## src/sv/lbct_pkg.sv

```systemverilog
// Shared types and constants for the LRU block cache tag controller.
package lbct_pkg;

    localparam int ID_W       = 24;
    localparam int OFF_W      = 16;
    localparam int IDX_W      = 25;
    localparam int SLOT_OUT_W = 3;

    localparam logic REQ_READ  = 1'b0;
    localparam logic REQ_WRITE = 1'b1;

    typedef enum logic [1:0] {
        ST_IDLE,
        ST_LOOK,
        ST_UPD
    } t_state;

    typedef struct packed {
        logic load;
        logic lookup;
        logic update;
    } t_cmd;

    typedef struct packed {
        logic                  hit;
        logic [SLOT_OUT_W-1:0] slot;
        logic                  evict_valid;
        logic [ID_W-1:0]       evict_id;
        logic                  fill_needed;
        logic                  write_through;
        logic [IDX_W-1:0]      store_index;
    } t_resp;

endpackage

```

## src/sv/lbct_req_if.sv

```systemverilog
// Request channel: one read or write item naming a block id.
interface lbct_req_if import lbct_pkg::*; ();
    logic            valid;
    logic            ready;
    logic            req_type;
    logic [ID_W-1:0] block_id;

    modport source (output valid, output req_type, output block_id, input ready);
    modport sink   (input valid, input req_type, input block_id, output ready);
endinterface

```

## src/sv/lbct_resp_if.sv

```systemverilog
// Result channel: one result item per request.
interface lbct_resp_if import lbct_pkg::*; ();
    logic                  valid;
    logic                  ready;
    logic                  hit;
    logic [SLOT_OUT_W-1:0] slot;
    logic                  evict_valid;
    logic [ID_W-1:0]       evict_id;
    logic                  fill_needed;
    logic                  write_through;
    logic [IDX_W-1:0]      store_index;

    modport source (output valid, output hit, output slot, output evict_valid,
                    output evict_id, output fill_needed, output write_through,
                    output store_index, input ready);
    modport sink   (input valid, input hit, input slot, input evict_valid,
                    input evict_id, input fill_needed, input write_through,
                    input store_index, output ready);
endinterface

```

## src/sv/lbct_cfg_if.sv

```systemverilog
// Configuration write channel carrying the data offset register.
interface lbct_cfg_if import lbct_pkg::*; ();
    logic             valid;
    logic             ready;
    logic [OFF_W-1:0] data;

    modport source (output valid, output data, input ready);
    modport sink   (input valid, input data, output ready);
endinterface

```

## src/sv/lbct_ctrl.sv

```systemverilog
// Sequencer for the tag controller: accept, lookup, update and result hold.
module lbct_ctrl import lbct_pkg::*; (
    input  logic i_clk,
    input  logic i_rst_n,
    input  logic i_req_valid,
    input  logic i_resp_ready,
    output logic o_req_ready,
    output logic o_resp_valid,
    output t_cmd o_cmd
);

    t_state r_state, n_state;
    logic   r_out_full, n_out_full;

    always_ff @(posedge i_clk) begin
        if (!i_rst_n) begin
            r_state    <= ST_IDLE;
            r_out_full <= 1'b0;
        end else begin
            r_state    <= n_state;
            r_out_full <= n_out_full;
        end
    end

    always_comb begin
        n_state    = r_state;
        o_cmd      = '0;
        o_req_ready = 1'b0;
        // The result register drains whenever the sink takes it.
        n_out_full = r_out_full && !i_resp_ready;
        unique case (r_state)
            ST_IDLE: begin
                o_req_ready = 1'b1;
                if (i_req_valid) begin
                    o_cmd.load = 1'b1;
                    n_state    = ST_LOOK;
                end
            end
            ST_LOOK: begin
                o_cmd.lookup = 1'b1;
                n_state      = ST_UPD;
            end
            ST_UPD: begin
                // Commit only when the result register is free this cycle.
                if (!r_out_full || i_resp_ready) begin
                    o_cmd.update = 1'b1;
                    n_out_full   = 1'b1;
                    n_state      = ST_IDLE;
                end
            end
            default: n_state = ST_IDLE;
        endcase
    end

    assign o_resp_valid = r_out_full;

    a_accept_to_look: assert property (@(posedge i_clk) disable iff (!i_rst_n)
        o_cmd.load |=> r_state == ST_LOOK)
        else $error("accepted item did not move to lookup");
    a_look_to_upd: assert property (@(posedge i_clk) disable iff (!i_rst_n)
        r_state == ST_LOOK |=> r_state == ST_UPD)
        else $error("lookup did not move to update");
    a_no_overwrite: assert property (@(posedge i_clk) disable iff (!i_rst_n)
        o_cmd.update |-> (!r_out_full || i_resp_ready))
        else $error("result register overwritten before it was taken");

endmodule

```

## src/sv/lbct_dp.sv

```systemverilog
// Tag store, recency ranks, victim selection and result register.
module lbct_dp import lbct_pkg::*; #(
    parameter int CACHE_SLOTS = 8
) (
    input  logic             i_clk,
    input  logic             i_rst_n,
    input  t_cmd             i_cmd,
    input  logic             i_req_type,
    input  logic [ID_W-1:0]  i_block_id,
    input  logic             i_cfg_write,
    input  logic [OFF_W-1:0] i_cfg_data,
    output t_resp            o_resp
);

    localparam int SLOT_W = $clog2(CACHE_SLOTS);

    logic [ID_W-1:0]   r_tag  [CACHE_SLOTS];
    logic              r_valid[CACHE_SLOTS];
    logic [SLOT_W-1:0] r_rank [CACHE_SLOTS];

    logic [OFF_W-1:0]  r_offset;
    logic              r_type;
    logic [ID_W-1:0]   r_id;
    logic              r_hit;
    logic [SLOT_W-1:0] r_sel;
    logic [IDX_W-1:0]  r_store_index;
    t_resp             r_resp;

    logic              n_hit;
    logic [SLOT_W-1:0] n_hit_sel, n_victim, n_sel;
    logic [CACHE_SLOTS-1:0] w_oldest;
    logic [SLOT_W+SLOT_OUT_W-1:0] w_slot_ext;
    t_resp             n_resp;

    // Parallel tag compare; the lowest matching slot wins.
    always_comb begin
        n_hit     = 1'b0;
        n_hit_sel = '0;
        n_victim  = '0;
        for (int i = CACHE_SLOTS - 1; i >= 0; i--) begin
            if (r_valid[i] && r_tag[i] == r_id) begin
                n_hit     = 1'b1;
                n_hit_sel = SLOT_W'(i);
            end
            if (w_oldest[i]) begin
                n_victim = SLOT_W'(i);
            end
        end
        n_sel = n_hit ? n_hit_sel : n_victim;
    end

    // The least recent slot holds the largest rank.
    always_comb begin
        for (int i = 0; i < CACHE_SLOTS; i++) begin
            w_oldest[i] = (r_rank[i] == SLOT_W'(CACHE_SLOTS - 1));
        end
    end

    assign w_slot_ext = {{SLOT_OUT_W{1'b0}}, r_sel};

    always_comb begin
        n_resp.hit           = r_hit;
        n_resp.slot          = w_slot_ext[SLOT_OUT_W-1:0];
        n_resp.evict_valid   = !r_hit && r_valid[r_sel];
        n_resp.evict_id      = (!r_hit && r_valid[r_sel]) ? r_tag[r_sel] : '0;
        n_resp.fill_needed   = !r_hit && (r_type == REQ_READ);
        n_resp.write_through = (r_type == REQ_WRITE);
        n_resp.store_index   = r_store_index;
    end

    always_ff @(posedge i_clk) begin
        if (!i_rst_n) begin
            r_offset <= '0;
            for (int i = 0; i < CACHE_SLOTS; i++) begin
                r_valid[i] <= 1'b0;
                r_rank[i]  <= SLOT_W'(i);
            end
        end else begin
            if (i_cfg_write) begin
                r_offset <= i_cfg_data;
            end
            if (i_cmd.update) begin
                for (int i = 0; i < CACHE_SLOTS; i++) begin
                    if (SLOT_W'(i) == r_sel) begin
                        r_rank[i] <= '0;
                    end else if (r_rank[i] < r_rank[r_sel]) begin
                        r_rank[i] <= r_rank[i] + SLOT_W'(1);
                    end
                end
                if (!r_hit) begin
                    r_valid[r_sel] <= 1'b1;
                end
            end
        end
    end

    always_ff @(posedge i_clk) begin
        if (i_cmd.load) begin
            r_type <= i_req_type;
            r_id   <= i_block_id;
        end
        if (i_cmd.lookup) begin
            r_hit         <= n_hit;
            r_sel         <= n_sel;
            r_store_index <= IDX_W'(r_offset) + IDX_W'(r_id);
        end
        if (i_cmd.update) begin
            r_resp <= n_resp;
            if (!r_hit) begin
                r_tag[r_sel] <= r_id;
            end
        end
    end

    assign o_resp = r_resp;

    a_rank_perm: assert property (@(posedge i_clk) disable iff (!i_rst_n)
        $onehot(w_oldest))
        else $error("recency ranks lost exactly one least recent slot");
    a_upd_most_recent: assert property (@(posedge i_clk) disable iff (!i_rst_n)
        i_cmd.update |=> r_rank[r_sel] == '0)
        else $error("updated slot is not most recent");
    a_hit_match: assert property (@(posedge i_clk) disable iff (!i_rst_n)
        i_cmd.update && r_hit |-> r_valid[r_sel] && r_tag[r_sel] == r_id)
        else $error("hit slot does not hold the requested id");

endmodule

```

## src/sv/lru_block_cache_tags.sv

```systemverilog
// Top level of the LRU block cache tag and replacement controller.
//
//  Channel   Dir  Handshake        Payload
//  i_req     in   valid / ready    req_type, block_id
//  o_resp    out  valid / ready    hit, slot, evict_valid, evict_id,
//                                  fill_needed, write_through, store_index
//  i_cfg     in   valid / ready    data (store base offset register)
//
// Each item runs through accept, lookup and update: accept captures the
// request, lookup compares all tags and picks the hit or least recent slot,
// and update moves the ranks and loads the result register.
// The result register lets the next item be accepted while a result waits;
// the update cycle holds until that register is free.
// Reset is synchronous: valid bits and ranks reset at once, so there is no
// clearing pass. Configuration writes are always ready.
module lru_block_cache_tags import lbct_pkg::*; #(
    parameter int CACHE_SLOTS = 8
) (
    input  logic       i_clk,
    input  logic       i_rst_n,
    lbct_req_if.sink   i_req,
    lbct_resp_if.source o_resp,
    lbct_cfg_if.sink   i_cfg
);

    t_cmd  w_cmd;
    t_resp w_resp;
    logic  w_req_ready;
    logic  w_resp_valid;

    // The controller sequences one item at a time through lookup and update.
    lbct_ctrl u_ctrl (
        .i_clk       (i_clk),
        .i_rst_n     (i_rst_n),
        .i_req_valid (i_req.valid),
        .i_resp_ready(o_resp.ready),
        .o_req_ready (w_req_ready),
        .o_resp_valid(w_resp_valid),
        .o_cmd       (w_cmd)
    );

    // The datapath holds the tags, valid bits, ranks and the offset register.
    lbct_dp #(
        .CACHE_SLOTS(CACHE_SLOTS)
    ) u_dp (
        .i_clk      (i_clk),
        .i_rst_n    (i_rst_n),
        .i_cmd      (w_cmd),
        .i_req_type (i_req.req_type),
        .i_block_id (i_req.block_id),
        .i_cfg_write(i_cfg.valid),
        .i_cfg_data (i_cfg.data),
        .o_resp     (w_resp)
    );

    assign i_req.ready          = w_req_ready;
    assign i_cfg.ready          = 1'b1;
    assign o_resp.valid         = w_resp_valid;
    assign o_resp.hit           = w_resp.hit;
    assign o_resp.slot          = w_resp.slot;
    assign o_resp.evict_valid   = w_resp.evict_valid;
    assign o_resp.evict_id      = w_resp.evict_id;
    assign o_resp.fill_needed   = w_resp.fill_needed;
    assign o_resp.write_through = w_resp.write_through;
    assign o_resp.store_index   = w_resp.store_index;

endmodule
```

## src/flat_wrapper.sv

```systemverilog
// flat-port wrapper written by rule: the top's interface ports become plain ports
module lru_block_cache_tags_flat import lbct_pkg::*;
#(
    parameter int CACHE_SLOTS = 8
)
  (i_clk, i_rst_n, i_req_valid, i_req_req_type, i_req_block_id, i_req_ready, o_resp_valid, o_resp_hit, o_resp_slot, o_resp_evict_valid, o_resp_evict_id, o_resp_fill_needed, o_resp_write_through, o_resp_store_index, o_resp_ready, i_cfg_valid, i_cfg_data, i_cfg_ready);
  lbct_req_if i_req_i ();
  lbct_resp_if o_resp_i ();
  lbct_cfg_if i_cfg_i ();
  input  logic i_clk;
  input  logic i_rst_n;
  input wire logic [$bits(i_req_i.valid)-1:0] i_req_valid;
  input wire logic [$bits(i_req_i.req_type)-1:0] i_req_req_type;
  input wire logic [$bits(i_req_i.block_id)-1:0] i_req_block_id;
  output wire logic [$bits(i_req_i.ready)-1:0] i_req_ready;
  output wire logic [$bits(o_resp_i.valid)-1:0] o_resp_valid;
  output wire logic [$bits(o_resp_i.hit)-1:0] o_resp_hit;
  output wire logic [$bits(o_resp_i.slot)-1:0] o_resp_slot;
  output wire logic [$bits(o_resp_i.evict_valid)-1:0] o_resp_evict_valid;
  output wire logic [$bits(o_resp_i.evict_id)-1:0] o_resp_evict_id;
  output wire logic [$bits(o_resp_i.fill_needed)-1:0] o_resp_fill_needed;
  output wire logic [$bits(o_resp_i.write_through)-1:0] o_resp_write_through;
  output wire logic [$bits(o_resp_i.store_index)-1:0] o_resp_store_index;
  input wire logic [$bits(o_resp_i.ready)-1:0] o_resp_ready;
  input wire logic [$bits(i_cfg_i.valid)-1:0] i_cfg_valid;
  input wire logic [$bits(i_cfg_i.data)-1:0] i_cfg_data;
  output wire logic [$bits(i_cfg_i.ready)-1:0] i_cfg_ready;
  assign i_req_i.valid = i_req_valid;
  assign i_req_i.req_type = i_req_req_type;
  assign i_req_i.block_id = i_req_block_id;
  assign i_req_ready = i_req_i.ready;
  assign o_resp_valid = o_resp_i.valid;
  assign o_resp_hit = o_resp_i.hit;
  assign o_resp_slot = o_resp_i.slot;
  assign o_resp_evict_valid = o_resp_i.evict_valid;
  assign o_resp_evict_id = o_resp_i.evict_id;
  assign o_resp_fill_needed = o_resp_i.fill_needed;
  assign o_resp_write_through = o_resp_i.write_through;
  assign o_resp_store_index = o_resp_i.store_index;
  assign o_resp_i.ready = o_resp_ready;
  assign i_cfg_i.valid = i_cfg_valid;
  assign i_cfg_i.data = i_cfg_data;
  assign i_cfg_ready = i_cfg_i.ready;
  lru_block_cache_tags #(.CACHE_SLOTS(CACHE_SLOTS)) u_core (.i_clk(i_clk), .i_rst_n(i_rst_n), .i_req(i_req_i), .o_resp(o_resp_i), .i_cfg(i_cfg_i));
endmodule
```

## config.mk

```make
export PLATFORM = sky130hd
export DESIGN_NAME = lru_block_cache_tags_flat
export DESIGN_NICKNAME = d
export VERILOG_FILES = /design/src/sv/lbct_pkg.sv /design/src/sv/lbct_req_if.sv /design/src/sv/lbct_resp_if.sv /design/src/sv/lbct_cfg_if.sv /design/src/sv/lbct_ctrl.sv /design/src/sv/lbct_dp.sv /design/src/sv/lru_block_cache_tags.sv /design/src/flat_wrapper.sv
export SDC_FILE = /design/constraint.sdc
export NUM_CORES = 1
export LEC_CHECK = 0
export ABC_CLOCK_PERIOD_IN_PS = 9200
export BUFFER_PORTS_ARGS = -buffer_cell sky130_fd_sc_hd__buf_2
export CAP_MARGIN = 20
export CORE_MARGIN = 2
export CORE_UTILIZATION = 35
export CTS_CLUSTER_SIZE = 12
export DETAILED_ROUTE_END_ITERATION = 7
export MAX_ROUTING_LAYER = met4
export PLACE_DENSITY_LB_ADDON = 0.08
export SYNTH_ARGS = -nofsm -noshare
export SYNTH_HDL_FRONTEND = slang
export SYNTH_SLANG_ARGS = --single-unit
```

## constraint.sdc

```tcl
create_clock -name i_clk -period 9.2 [get_ports i_clk]
set_clock_uncertainty 0.15 [all_clocks]
set_input_delay 1.84 -clock i_clk [delete_from_list [all_inputs] [get_ports i_clk]]
set_output_delay 1.84 -clock i_clk [all_outputs]
set_load 0.05 [all_outputs]
```

==> summary.txt <==
Clock network
  • Count of hold-fix buffers inserted at cts: 0
  • Library cell used as clock root buffer: sky130_fd_sc_hd__clkbuf_16
  • Post CTS Setup Buffer Count: 0
  • # H-tree levels: 2
  • TritonCTS clock tree: built
  • Bufs on Longest Clock Path: 3
  • # clock sinks: 356
  • Insertion delay to the later sink of the worst-skew pair: between 500 and 600 ps
  • CTS clock-pin slew for the worst setup and hold paths: 60 ps
  • Clock buffer count from CTS: 42
  • Quantity of gates resized following cts: 0

Global route
  • Initial antenna violation count: 2
  • Vias in the first global route: 11,000
  • Total Routing Usage GR: 22.0%
  • Total overflow reported by the global router: 0
  • Maximum number of pins on one net before global-route repair: between 40 and 50
  • First-pass GRT wire length: 80,300 um

Power and ir drop
  • P_sw: 0.000956 W
  • Clock Power Share: 42.8%
  • Sequential Power Share: 47.7%
  • Cell-internal power: just under 0.003 W
  • Power density relative to cell area: 194 nW/um^2
  • Static leakage: 6.85 nW
  • Fraction of power spent switching nets: between 20% and 30%
  • Part of the total power dissipated in combinational logic: 9.5%
  • IR Drop Worst-Case VDD: 0.120 mV

Synthesis
  • Synth warnings: 0
  • Most used flip-flop cell after synthesis: sky130_fd_sc_hd__edfxtp_1
  • Async set-or-reset flop fraction in the synthesized netlist: 0%
  • Fraction of post-synthesis cell area in the top cell type by area: 55.7%
  • Average size of a mapped cell: 14.1 sq um
  • Post-synth EDFFs: ~330
  • Synth area leader: sky130_fd_sc_hd__edfxtp_1
  • Share of the yosys chip area belonging to registers: 59.1%
  • Gate count after technology mapping: 1,249
  • Library cells used by synthesis: between 70 and 80
  • Leading post-synthesis cells by cell area: sky130_fd_sc_hd__edfxtp_1, sky130_fd_sc_hd__mux4_2, sky130_fd_sc_hd__xnor2_1
  • Total of flip-flops plus latches after synthesis: 356
  • Post-synthesis instance area: 17,600 sq um
  • Synthesized netlist net count: 1,344

Routing
  • Average vias per placed instance: 5.37
  • Antenna-violating nets left: 0
  • Post-DR wirelength/cell: 26.9 um
  • Residual DRC count: 0
  • DR vias: ~11,000
  • DRC marker count from the first detailed-route iteration: 971
  • Drt pass-1 iters: 6
  • Total wire length: 55,500 um

Worst hold path
  • Endpoint with the worst hold slack: u_core.u_dp.o_resp[23]
  • Instance count along the most critical hold path: 0
  • Worst min-delay path startpoint: u_core.u_dp.r_store_index[23]
  • Worst min-delay path class: flop to flop

Critical path
  • Category of the critical setup timing path: input pin to flop
  • Critical path capture point type: flop
  • Crit path max fanout: 24
  • Crit path launch type: input pin
  • Worst reg2reg path endpoint: u_core.u_dp.r_rank[1][1]
  • Data required time at the worst endpoint: 9320 ps
  • Worst Reg2Reg Path Length in Cells: 7
  • Worst reg-to-reg setup slack: 5310 ps
  • CP arrival: about 4600 ps

Floorplanning
  • Initial standard-cell utilization of the core: approximately a third
  • Placement Rows: just over 80
  • Die boundary width: 228 um
  • Count of pins on the block boundary: 105
  • Die height: 228 um
  • Floorplan die area: 52,100 sq um
  • Placeable core region: 49,900 sq um

STA
  • Setup repair after global routing missed its margin: no
  • Setup-violating endpoint count in the final report: 0
  • Peak clock frequency supported by timing: 223 MHz
  • Max-Slew Margin vs Limit: 27.9%
  • Pins over their slew limit: 0
  • Aggregate negative setup slack: 0 ps
  • Final Hold Fails: 0
  • Worst slew pin tran: 1080 ps
  • Final critical-path required period: between 4000 and 5000 ps
  • Period Utilization, post-route: 48.7%

Cells and area
  • Final non-filler cell total: 2,061
  • Relative area change from synthesis to final layout: 14.8%
  • Number of nets in the layout: 1,452
  • Final core area utilization: 40.5%
  • Final-layout fill cell count: ~4,700
  • Proportion of layout cells with a drive suffix above 1: 19.2%
  • Most common library cell in the layout ignoring fill and taps: sky130_fd_sc_hd__edfxtp_1
  • Antenna diode count: 0
  • Final design instance area without fill: 20,200 sq um
  • Top library cells by usage in the layout, fill and taps aside: sky130_fd_sc_hd__edfxtp_1, sky130_fd_sc_hd__xnor2_1, sky130_fd_sc_hd__buf_2

Placement
  • Placer's final routability congestion estimate: 0.984
  • Number of I/O port buffers: around 100
  • Post-Place Cells: around 2,000
  • Area after detailed placement: 18,800 sq um
  • HPWL Detailed: 40,200 um

Status
  • Result of the run: complete, no violations

Job
  • Max-capacitance violation count: 0
synthesized netlist by cell type, types with 10 or more instances:
master / instances
sky130_fd_sc_hd__edfxtp_1: 326
sky130_fd_sc_hd__xnor2_1: 130
sky130_fd_sc_hd__nor2_1: 95
sky130_fd_sc_hd__xor2_1: 73
sky130_fd_sc_hd__mux4_2: 56
sky130_fd_sc_hd__nand2_1: 49
sky130_fd_sc_hd__nand4_1: 49
sky130_fd_sc_hd__ha_1: 48
sky130_fd_sc_hd__mux2i_1: 44
sky130_fd_sc_hd__dfxtp_1: 30
sky130_fd_sc_hd__nor4_1: 30
sky130_fd_sc_hd__nand3_1: 27
sky130_fd_sc_hd__clkbuf_1: 22
sky130_fd_sc_hd__a21oi_1: 21
sky130_fd_sc_hd__nor3_1: 19
sky130_fd_sc_hd__buf_2: 18
sky130_fd_sc_hd__inv_1: 18
sky130_fd_sc_hd__nand2b_1: 17
sky130_fd_sc_hd__o21ai_1: 17
sky130_fd_sc_hd__and3_1: 12
sky130_fd_sc_hd__and2_1: 10
worst max-delay path, stage by stage:
cell                        delay [ps]
sky130_fd_sc_hd__buf_2              70
sky130_fd_sc_hd__nand2b_1          140
sky130_fd_sc_hd__nand2b_1          490
sky130_fd_sc_hd__inv_2             700
sky130_fd_sc_hd__nand2_1           420
sky130_fd_sc_hd__a2111oi_1         660
sky130_fd_sc_hd__a211o_1           250
metrics by stage:
step	worst slack [ps]	hold slack [ps]	power, W
2_1_floorplan	3780	250	0.00213
3_3_place_gp	4130	252	0.00227
3_5_place_dp	4070	255	0.00227
4_1_cts	4680	264	0.00396
5_1_grt	4360	267	0.00405
6_report	4720	264	0.00391
how the worst max path moves through the flow:
| stage | from | end | slack [ps] | cells past startpoint |
|---|---|---|---|---|
| 2_1_floorplan | o_resp_ready | u_core.u_dp.r_tag[7][0] | 3780 | 3 |
| 3_3_place_gp | o_resp_ready | u_core.u_dp.r_rank[1][1] | 4130 | 7 |
| 3_5_place_dp | o_resp_ready | u_core.u_dp.r_rank[1][1] | 4070 | 7 |
| 4_1_cts | o_resp_ready | u_core.u_dp.r_rank[1][1] | 4680 | 7 |
| 5_1_grt | o_resp_ready | u_core.u_dp.r_rank[1][1] | 4360 | 7 |
| 6_report | o_resp_ready | u_core.u_dp.r_rank[1][1] | 4720 | 7 |
state kept, by name (all words and copies together), names as in the netlist, named ones only:
register                    count
u_core.u_dp.r_store_index      25
u_core.u_ctrl.r_state           2
u_core.u_dp.r_tag             192
u_core.u_dp.r_offset           16
u_core.u_dp.r_sel               3
u_core.u_dp.r_hit               1
u_core.u_dp.o_resp             56
u_core.u_dp.r_rank             24
u_core.u_dp.r_type              1
u_core.u_dp.r_valid             8
u_core.u_dp.r_id               24
u_core.u_ctrl.o_resp_valid      1
metal layers:
| layer | vias to the layer above | wire length (um) | track usage [%] |
|---|---|---|---|
| li1 | 4997 | - | - |
| met1 | 5674 | 26000 | 30.9 |
| met2 | 320 | 26100 | 34.3 |
| met3 | 74 | 2490 | 2.59 |
| met4 | 0 | 922 | 4.70 |
| met5 | - | 0 | - |
final cells by class:
class / count / area (sq um) / share of cell area (%)
inverter: 19 / 71.3 / 0.353
tap: 672 / 841 / 4.16
multi-input combinational: 812 / 6810 / 33.8
clock inverter: 17 / 209 / 1.03
clock buffer: 59 / 1180 / 5.83
timing repair buffer: 126 / 688 / 3.41
sequential: 356 / 10400 / 51.5
power groups by stage:
stage          Combinational, W  Sequential [W]  Clock (W)
5_1_grt                0.000403         0.00187    0.00178
3_5_place_dp           0.000372         0.00190          0
3_3_place_gp           0.000374         0.00190          0
2_1_floorplan          0.000251         0.00188          0
6_report               0.000370         0.00186    0.00167
4_1_cts                0.000374         0.00187    0.00172
cell families (layout without fill, tap and decap cells):
group / after synthesis / in the layout / synth area share (%)
xor+xnor: 204 / 204 / 10.2
other cells: 1 / 1 / 0.0213
compound gates: 97 / 97 / 3.90
flops: 356 / 356 / 59.1
simple gates: 360 / 360 / 11.1
buf+inv: 81 / 221 / 2.43
fa+ha+maj: 49 / 49 / 3.53
mux: 101 / 101 / 9.76
(Power assumes the default switching activity.)
